$ cat src/rtl/core/bads_div.sv
// radix-2 restoring divider, one quotient bit per cycle
// no dependencies; done pulses one cycle with the quotient valid
`timescale 1ns / 1ps

module bads_div #(
    parameter int DVD_W = 27,
    parameter int DVS_W = 12
) (
    input  logic             clk,
    input  logic             rst_n,
    input  logic             start,
    input  logic [DVD_W-1:0] dividend,
    input  logic [DVS_W-1:0] divisor,
    output logic             done,
    output logic [DVD_W-1:0] quotient
);

    localparam int CNT_W = $clog2(DVD_W + 1);

    logic [DVD_W-1:0] quo_reg;
    logic [DVS_W-1:0] rem_reg;
    logic [DVS_W-1:0] dvs_reg;
    logic [CNT_W-1:0] cnt_reg;
    logic             busy_reg;
    logic             done_reg;

    logic [DVS_W:0] shifted;
    logic [DVS_W:0] diff;
    logic           fits;

    assign shifted = {rem_reg, quo_reg[DVD_W-1]};
    assign diff    = shifted - {1'b0, dvs_reg};
    assign fits    = shifted >= {1'b0, dvs_reg};

    always_ff @(posedge clk or negedge rst_n)
    begin
        if (!rst_n)
        begin
            busy_reg <= 1'b0;
            done_reg <= 1'b0;
            cnt_reg  <= '0;
        end
        else
        begin
            done_reg <= 1'b0;
            if (start)
            begin
                busy_reg <= 1'b1;
                cnt_reg  <= CNT_W'(DVD_W);
            end
            else if (busy_reg)
            begin
                cnt_reg <= cnt_reg - 1'b1;
                if (cnt_reg == CNT_W'(1))
                begin
                    busy_reg <= 1'b0;
                    done_reg <= 1'b1;
                end
            end
        end
    end

    always_ff @(posedge clk)
    begin
        if (start)
        begin
            quo_reg <= dividend;
            rem_reg <= '0;
            dvs_reg <= divisor;
        end
        else if (busy_reg)
        begin
            quo_reg <= {quo_reg[DVD_W-2:0], fits};
            rem_reg <= fits ? diff[DVS_W-1:0] : shifted[DVS_W-1:0];
        end
    end

    assign done     = done_reg;
    assign quotient = quo_reg;

endmodule

$ cat config.mk
export PLATFORM = sky130hd
export DESIGN_NAME = bads_div
export DESIGN_NICKNAME = d
export VERILOG_FILES = /design/src/rtl/core/bads_div.sv
export SDC_FILE = /design/constraint.sdc
export NUM_CORES = 1
export LEC_CHECK = 0
export ABC_AREA = 1
export BUFFER_PORTS_ARGS = -buffer_cell sky130_fd_sc_hd__clkbuf_2
export CAP_MARGIN = 5
export CORE_UTILIZATION = 55
export CTS_BUF_LIST = sky130_fd_sc_hd__clkbuf_2 sky130_fd_sc_hd__clkbuf_4 sky130_fd_sc_hd__clkbuf_8
export CTS_CLUSTER_SIZE = 12
export DETAILED_ROUTE_END_ITERATION = 16
export GPL_TIMING_DRIVEN = 0
export HOLD_SLACK_MARGIN = 0.12
export PLACE_DENSITY_LB_ADDON = 0.2
export REMOVE_ABC_BUFFERS = 1
export SKIP_LAST_GASP = 1
export SYNTH_ARGS = -nofsm -noshare
export SYNTH_HDL_FRONTEND = slang
export SYNTH_SLANG_ARGS = --single-unit
$ cat constraint.sdc
create_clock -name clk -period 5.6 [get_ports clk]
set_clock_uncertainty 0.2 [all_clocks]
set_input_delay 0.28 -clock clk [delete_from_list [all_inputs] [get_ports clk]]
set_output_delay 0.28 -clock clk [all_outputs]
set_load 0.02 [all_outputs]
Word level (Yosys, flattened, before mapping)

Cells that the tools add are included.

Register bits: 58
Latch bits: 0
Memory bits (writable): 0
Bits in read-only memories: 0
Bits of input ports: 42
Output and inout bits: 28
Word-level logic and storage cells: 22
Memories: 0

$add $sub $neg: 2
$mul: 0
Divide/modulo/power cells: 0
Order comparisons: 1
Equal/unequal tests: 1
Shift-type cells: 0
Multiplexer cells: 11
Bitwise operators: 0
Reductions and logical operators: 1

Operators by type and width:

| kind                  | number |
|---|---|
| $mux W27              | 2 |
| $ge A13 B12 Y1        | 1 |
| $mux W12              | 1 |
| $sub A12 B12 Y12      | 1 |
| $mux W5               | 2 |
| $mux W1               | 6 |
| $eq A5 B1 Y1 const B  | 1 |
| $sub A5 B1 Y5 const B | 1 |
| $reduce_bool A2 Y1    | 1 |

Depth between registers and ports, before layout

Gate-level depths: netlist of run 1.

Depth after elaboration: 4
Gate-level depth with buffers: 12

Worst setup path after synthesis of run 1

OpenSTA, ideal clock, no wires.

Path type: register -> register
From: register quo_reg[26], in the netlist quotient[26]
To: register rem_reg[6]
Data arrival time: 1758 ps
Data required time: 5287 ps
Setup slack: 3529 ps
Cell stages (with the launch flop): 12
Clock period less this slack: 2071 ps
Cells stage by stage: edfxtp_1 > inv_1 > ha_1 > fa_1 > inv_1 > nand3_1 > nand3_1 > nand2_1 > a21boi_0 > o21ai_0 > nand3_1 > nand2_1

Longest elaborated chain between the ends: 2
Elaborated cells on any way between the ends: 3
Those cells by class: add/sub (1); order compare (1); mux (1)

Ends and longest elaborated chain:

| element                                            | RTL line | text |
|---|---|---|
| from (decl)                                        | 20       | `logic [DVD_W-1:0] quo_reg;` |
| from (signal assigned)                             | 67       | `quo_reg <= dividend;` |
| from (signal assigned)                             | 73       | `quo_reg <= {quo_reg[DVD_W-2:0], fits};` |
| $sub A12 B12 Y12 or $ge A13 B12 Y1 (tied branches) | 32, 33   |  |
| $mux W12 *                                         | 74       | `rem_reg <= fits ? diff[DVS_W-1:0] : shifted[DVS_W-1:0];` |
| to (signal assigned)                               | 74       |  |
| to (decl)                                          | 21       | `logic [DVS_W-1:0] rem_reg;` |

Mark *: on every way between the ends. The rest lies on a longest branch, timed or not.
A chain may end at the register's enable or synchronous reset.

Worst setup path in the final report of run 1

From: input port start
To: register quo_reg[0], in the netlist quotient[0] (enable)

Longest elaborated chain between the ends: 1

Ends and longest elaborated chain:

| element                      | RTL line | text |
|---|---|---|
| from (decl)                  | 11       | `input logic start,` |
| $reduce_bool A2 Y1 (no line) | -        |  |

Every way passes these cells.

==> results of run 1 <==
[metal layers]
layer / GRT usage / vias to the layer above / routed length [µm]
met1: 0.3336 / 1451 / 3307
met3: 0.08605 / 34 / 594
met4: 0.1333 / 0 / 258
li1: - / 1482 / -
met2: 0.5209 / 145 / 4202
met5: 0 / - / 0
[cell families (layout without fill, tap and decap cells)]
| group | after synthesis | count (layout) | share of synthesized area |
|---|---|---|---|
| AOI/OAI and AO/OA | 15 | 15 | 0.02829 |
| and+or+nand+nor | 234 | 234 | 0.3169 |
| DFF | 58 | 58 | 0.4913 |
| buffers and inverters | 72 | 185 | 0.08950 |
| adders and majority gates | 15 | 15 | 0.06044 |
| xor gates and xnor gates | 5 | 5 | 0.01356 |
[layout by cell type (no fill, tap or decap), types with 2 or more instances in the layout]
| cell | count |
|---|---|
| o21ai_0 | 6 |
| inv_1 | 58 |
| nor2_1 | 19 |
| xnor2_1 | 3 |
| ha_1 | 14 |
| nand3_1 | 22 |
| nand4_1 | 15 |
| xor2_1 | 2 |
| nor2_4 | 2 |
| dlygate4sd3_1 | 41 |
| clkbuf_4 | 3 |
| nand2_1 | 165 |
| dfrtp_1 | 7 |
| dfxtp_1 | 12 |
| a21oi_1 | 6 |
| nand2_2 | 2 |
| clkbuf_2 | 69 |
| clkbuf_8 | 9 |
| clkinv_1 | 2 |
| edfxtp_1 | 39 |
| nand3_2 | 4 |
| nor2_2 | 2 |
[Yosys cell counts (2+ instances only)]
library cell / number
o21ai_0: 6
a21oi_1: 6
clkbuf_1: 7
inv_1: 58
xnor2_1: 3
buf_2: 3
nand3_1: 22
nor2_1: 19
nand4_1: 15
edfxtp_1: 39
nor2_4: 2
dfxtp_1: 12
nor2_2: 2
nand2_2: 2
dfrtp_1: 7
nand2_1: 165
nand3_2: 4
buf_4: 2
xor2_1: 2
ha_1: 14
[metrics by stage]
| step | hold slack, ns | power [mW] | util | cells | setup WS [ns] |
|---|---|---|---|---|---|
| floorplan | -0.2156 | 0.9682 | - | 386 | 3.521 |
| global placement | -0.07176 | 1.083 | 0.6453 | 527 | 2.331 |
| detailed placement | -0.07174 | 1.098 | 0.6453 | 527 | 2.266 |
| CTS | 0.2757 | 1.493 | 0.7529 | 584 | 2.617 |
| global route | 0.2955 | 1.609 | 0.7529 | 584 | 2.381 |
| finish | 0.2732 | 1.509 | 0.7529 | 584 | 2.623 |
[final timing paths]
| path | start | slack, ns | cells after the start | endpoint |
|---|---|---|---|---|
| min reg2reg | rem_reg[10] | 0.27 | 2 | rem_reg[10] |
| max reg2reg | busy_reg | 2.93 | 2 | quotient[0] |
| max | start | 2.62 | 3 | quotient[0] |
| min | rem_reg[10] | 0.27 | 2 | rem_reg[10] |
| max in group asynchronous | rst_n | 4.23 | 3 | cnt_reg[4] |
| min in group asynchronous | rst_n | 0.72 | 3 | cnt_reg[0] |
[layout make-up]
type | instances | area, µm² | area share
clock buffer | 12 | 146.4 | 0.03488
sequential | 58 | 1587 | 0.3781
clock inverter | 4 | 42.54 | 0.01014
timing repair buffer | 110 | 755.7 | 0.1801
tap | 72 | 90.09 | 0.02147
inverter | 59 | 221.5 | 0.05277
multi-input combinational | 269 | 1354 | 0.3226
[where the power goes]
part	switching (mW)	leakage [nW]	total (mW)	internal, mW
clock network	0.162	0.0997	0.379	0.217
logic	0.353	1.54	0.564	0.211
registers	0.0426	0.589	0.567	0.524
total	0.557	2.23	1.51	0.952
[worst register-to-register path: cells and delay by family, from the launching register on]
kind	cells	cell delay (ns)
and+or+nand+nor	1	0.82
buffers and inverters	1	0.79
DFF	1	0.40
[repair_timing]
action,CTS,global route
endpoints found under the hold margin,46,0
hold buffers,41,0
setup buffers,0,0
==> impl_results.md, run 1 <==
* Number of fill cells at 387
* RSZ-0062 raised after global routing: false
* Status: completed
* Tmin final at 2.977 ns
* Number of port buffers at 69
* Fraction of the cycle the final worst path needs at 0.5316
* Mapped cell area at 0.003229 mm²
* DRT iter0 DRCs at 250
* Chip height at 78.63 µm
* Seq/Total Area, Yosys at 0.4913
* Maximum number of pins on one net before global-route repair at 46
* WL final at 8.363 mm
* Max reg flops at 27
* Min-Delay Path Class: reg2reg
* Worst-Margin Slew at 1.060 ns
* Die Wd at 78.63 µm
* CTS buffer count at 9
* Crit end category: flip-flop
* Max clock buf depth at 2
* Largest cells by area after synthesis: edfxtp_1 (36%), nand2_1 (19%), dfxtp_1 (7.4%)
* GRT overflow at 0
* CP startpoint kind: primary input
* Ports at 70
* Final setup fails at 0
* Post-synth EDFFs at 39
* Layout cells sized above 1 at 0.1914
* Hpwl dp at 4.625 mm
* Initial Util at 0.5793
* Synth top area share at 0.3627
* Clock root buffer: clkbuf_8
* TNS Setup at 0 ns
* Slew headroom at 0.2906
* Final Cell Area at 0.004197 mm²
* Antenna violations before repair at 0
* DR vias at 3,112
* Number of global-route vias before repair at 3,126
* Gate Count Post-Synth at 399
* Antenna Violating Nets Remaining at 0
* Synth warn at 0
* Crit path max-delay family: buffers and inverters
* Top FF cell, synth: edfxtp_1
* Worst Path Buf+Inv at 2
* Worst-path clk slew at 0.06 ns
* Mean Syn Cell Area at 8.094 µm²
* N_diodes at 0
* Max-Cap Viols at 0
* FF+latch count, synth at 58
* CP max stage cell: nor2_1
* First drt pass iteration count at 5
* Clk Latency, worst-skew pair at 0.34 ns
* Arrival @ worst endpoint at 2.66 ns
* Cell taking the most area after synthesis: edfxtp_1
* WP data required at 5.28 ns
* GRT Total Usage at 0.2978
* Kind of critical path: in2reg
* Ys async rst share at 0.1207
* Clock Sinks at 58
* Num rows at 27
* CTS tree: done
* Post-cts resize count at 0
* Layout area overhead at 29.95%
* CP max stage delay at 1.03 ns
* Final Max Slew Viols at 0
* IR drop worst, VDD at 0.2441 mV
* Crit-path max FO at 45
* Hold Violations, Final at 0
* Die area at 0.006182 mm²
* Max Freq at 0.3359 GHz
* Post-synth cell types at 29
* Final net count at 564
* CP Cell Sequence: clkbuf_2 > nor2_1 > inv_1
* Power Density at 359.7 mW/mm²
* H-tree depth at 3
* First-pass GRT wire length at 13.88 mm
* Core area at 0.005574 mm²
* Routed length per instance at 14.32 µm
* Lkg Pwr at 2.228 nW
* Mean number of vias per cell at 5.329
* Drt drc at 0
* Routability cong. at 0.8722
* Placed cell areas at 0.003597 mm²
No activity file was read; power rests on OpenSTA's default activity.
==> run 2: changes to the inputs <==
==> constraint.sdc (replaced) <==
create_clock -name clk -period 3.05 [get_ports clk]
set_clock_uncertainty 0.2 [all_clocks]
set_input_delay 0.1525 -clock clk [delete_from_list [all_inputs] [get_ports clk]]
set_output_delay 0.1525 -clock clk [all_outputs]
set_load 0.02 [all_outputs]
==> impl_results.md, run 2 (synthesis results as in run 1) <==
* Status: completed (unchanged)
* Mean number of vias per cell at 5.330 (was 5.329)
* Final setup fails at 0 (unchanged)
* Initial Util at 0.5793 (unchanged)
* DRT iter0 DRCs at 249 (was 250)
* Most common cell after layout, fill and taps aside: nand2_1 (unchanged)
* Lkg Pwr at 2.228 nW (about the same)
* Final Max Slew Viols at 0 (unchanged)
* CP Cell Sequence: clkbuf_2 > nor2_2 > inv_1 (was clkbuf_2 > nor2_1 > inv_1)
* Max-Cap Viols at 0 (unchanged)
* RSZ-0062 raised after global routing: false (unchanged)
* Layout cells sized above 1 at 0.1934 (was 0.1914)
* Fraction of the cycle the final worst path needs at 0.7971
* Worst-path clk slew at 0.06 ns (about the same)
* Core area at 0.005574 mm² (unchanged)
* Commonest non-fill, non-tap cells in the layout: nand2_1 (165), clkbuf_2 (69), inv_1 (58), dlygate4sd3_1 (41), edfxtp_1 (39) (unchanged)
* Num rows at 27 (unchanged)
* DP Worst Slack at -0.1566 ns (was 2.266 ns)
* WL final at 8.367 mm (was 8.363 mm)
* Worst-Margin Slew at 1.027 ns (was 1.060 ns)
* WP data required at 2.75 ns (was 5.28 ns)
* Antenna Violating Nets Remaining at 0 (unchanged)
* Drt drc at 0 (unchanged)
* Number of fill cells at 386 (was 387)
* Antenna violations before repair at 0 (unchanged)
* Ports at 70 (unchanged)
* Hpwl dp at 4.625 mm (unchanged)
* Number of global-route vias before repair at 3,126 (unchanged)
* Routability cong. at 0.8722 (unchanged)
* GRT overflow at 0 (unchanged)
* Min-Delay Path Class: reg2reg (unchanged)
* H-tree depth at 3 (unchanged)
* Clock root buffer: clkbuf_8 (unchanged)
* GRT Total Usage at 0.2978 (unchanged)
* Kind of critical path: in2reg (unchanged)
* Chip height at 78.63 µm (unchanged)
* Crit end category: flip-flop (unchanged)
* Arrival @ worst endpoint at 2.13 ns (was 2.66 ns)
* N_diodes at 0 (unchanged)
* Maximum number of pins on one net before global-route repair at 46 (unchanged)
* Max Freq at 0.4113 GHz
* CTS tree: done (unchanged)
* Die Wd at 78.63 µm (unchanged)
* First drt pass iteration count at 6 (was 5)
* CTS buffer count at 9 (unchanged)
* Hold Violations, Final at 0 (unchanged)
* Crit path max-delay family: buffers and inverters (unchanged)
* CP max stage delay at 0.75 ns (was 1.03 ns)
* CP startpoint kind: primary input (unchanged)
* Placed cell areas at 0.003597 mm² (unchanged)
* Clock Sinks at 58 (unchanged)
* IR drop worst, VDD at 0.4484 mV (was 0.2441 mV)
* Power Density at 659.5 mW/mm² (was 359.7 mW/mm²)
* Final Cell Area at 0.004199 mm² (was 0.004197 mm²)
* Routed length per instance at 14.33 µm (was 14.32 µm)
* Layout area overhead at 30.03% (was 29.95%)
* Int Pwr at 1.748 mW (was 0.9523 mW)
* Tmin final at 2.431 ns
* Gate power share at 0.374 (about the same)
* DR vias at 3,113 (was 3,112)
* TNS Setup at 0 ns (unchanged)
* First-pass GRT wire length at 13.88 mm (unchanged)
* Clock power frac at 0.251 (about the same)
* Core Util, Final at 0.7533 (was 0.7529)
* Post-CTS setup-driven buffer insertion count at 0 (unchanged)
* Psw at 1.021 mW (was 0.5570 mW)
* Clk Latency, worst-skew pair at 0.34 ns (about the same)
* Crit-path max FO at 45 (unchanged)
* Max clock buf depth at 2 (unchanged)
* Slew headroom at 0.3146 (was 0.2906)
* Worst Path Buf+Inv at 2 (unchanged)
* Final net count at 564 (unchanged)
* Die area at 0.006182 mm² (unchanged)
* Flop pwr share at 0.376 (about the same)
* CP max stage cell: nor2_2 (was nor2_1)
* Number of port buffers at 69 (unchanged)
* Final Worst Setup Slack at 0.6189 ns (was 2.623 ns)
* Max reg flops at 27 (unchanged)
* Switching Share at 0.3687 (was 0.3691)
## run 2: changes by cell type in the layout (fill, tap and decap cells not counted)
cell	delta
nor2_1	-1
nor2_2	+1
## run 2: stage by stage
| step | hold slack [ns] | power (mW) | instances |
|---|---|---|---|
| after floorplan | -0.3431 | 1.778 | 386 |
| after global placement | -0.1993 | 1.988 | 527 |
| after detailed placement | -0.1992 | 2.016 | 527 |
| after CTS | 0.2757 | 2.741 | 584 |
| after global routing | 0.2955 | 2.954 | 584 |
| final | 0.2732 | 2.769 | 584 |
## run 2: path summary, 6_finish.rpt
path,slack (ns),cells past startpoint,start,endpoint
worst max-delay path,0.62,3,start,quotient[0]
worst min-delay path,0.27,2,rem_reg[10],rem_reg[10]
worst max register to register,0.63,10,dvs_reg[7],quotient[0]
worst min register to register,0.27,2,rem_reg[10],rem_reg[10]
max in group asynchronous,1.80,3,rst_n,cnt_reg[4]
min in group asynchronous,0.59,3,rst_n,cnt_reg[1]
## run 2: area by class of cell
type / count / area [µm²] / share of cell area
Sequential cell: 58 / 1587 / 0.3778
Multi-Input combinational cell: 269 / 1356 / 0.3230
Timing Repair Buffer: 110 / 755.7 / 0.1800
Inverter: 59 / 221.5 / 0.05274
Clock buffer: 12 / 146.4 / 0.03486
Tap cell: 72 / 90.09 / 0.02145
Clock inverter: 4 / 42.54 / 0.01013
## run 2: layer usage
metal  track usage  wire length, µm  up-vias  share of wire
met3       0.08605              631       31          0.075
met5             0                0        -              0
met4        0.1333              245        0          0.029
met1        0.3336             3254     1442           0.39
met2        0.5209             4235      163           0.51
li1              -                -     1477              -
## run 2: timing repair
item,in CTS,in global routing
setup endpoints to repair,0,27
endpoints found under the hold margin,46,0
resized for setup,0,1
hold buffers,41,0
## run 2: tightest hold or removal path, stage by stage (launching register included)
cell,delay (ns)
dfxtp_1,0.32
nand2_1,0.06
nand2_1,0.04
## run 2: power by group through the flow
| stage | registers [mW] | clock network, mW | logic [mW] |
|---|---|---|---|
| floorplan | 1.08 | 0 | 0.693 |
| global placement | 1.05 | 0 | 0.942 |
| detailed placement | 1.05 | 0 | 0.968 |
| CTS | 1.04 | 0.691 | 1.01 |
| global route | 1.05 | 0.731 | 1.17 |
| finish | 1.04 | 0.695 | 1.03 |
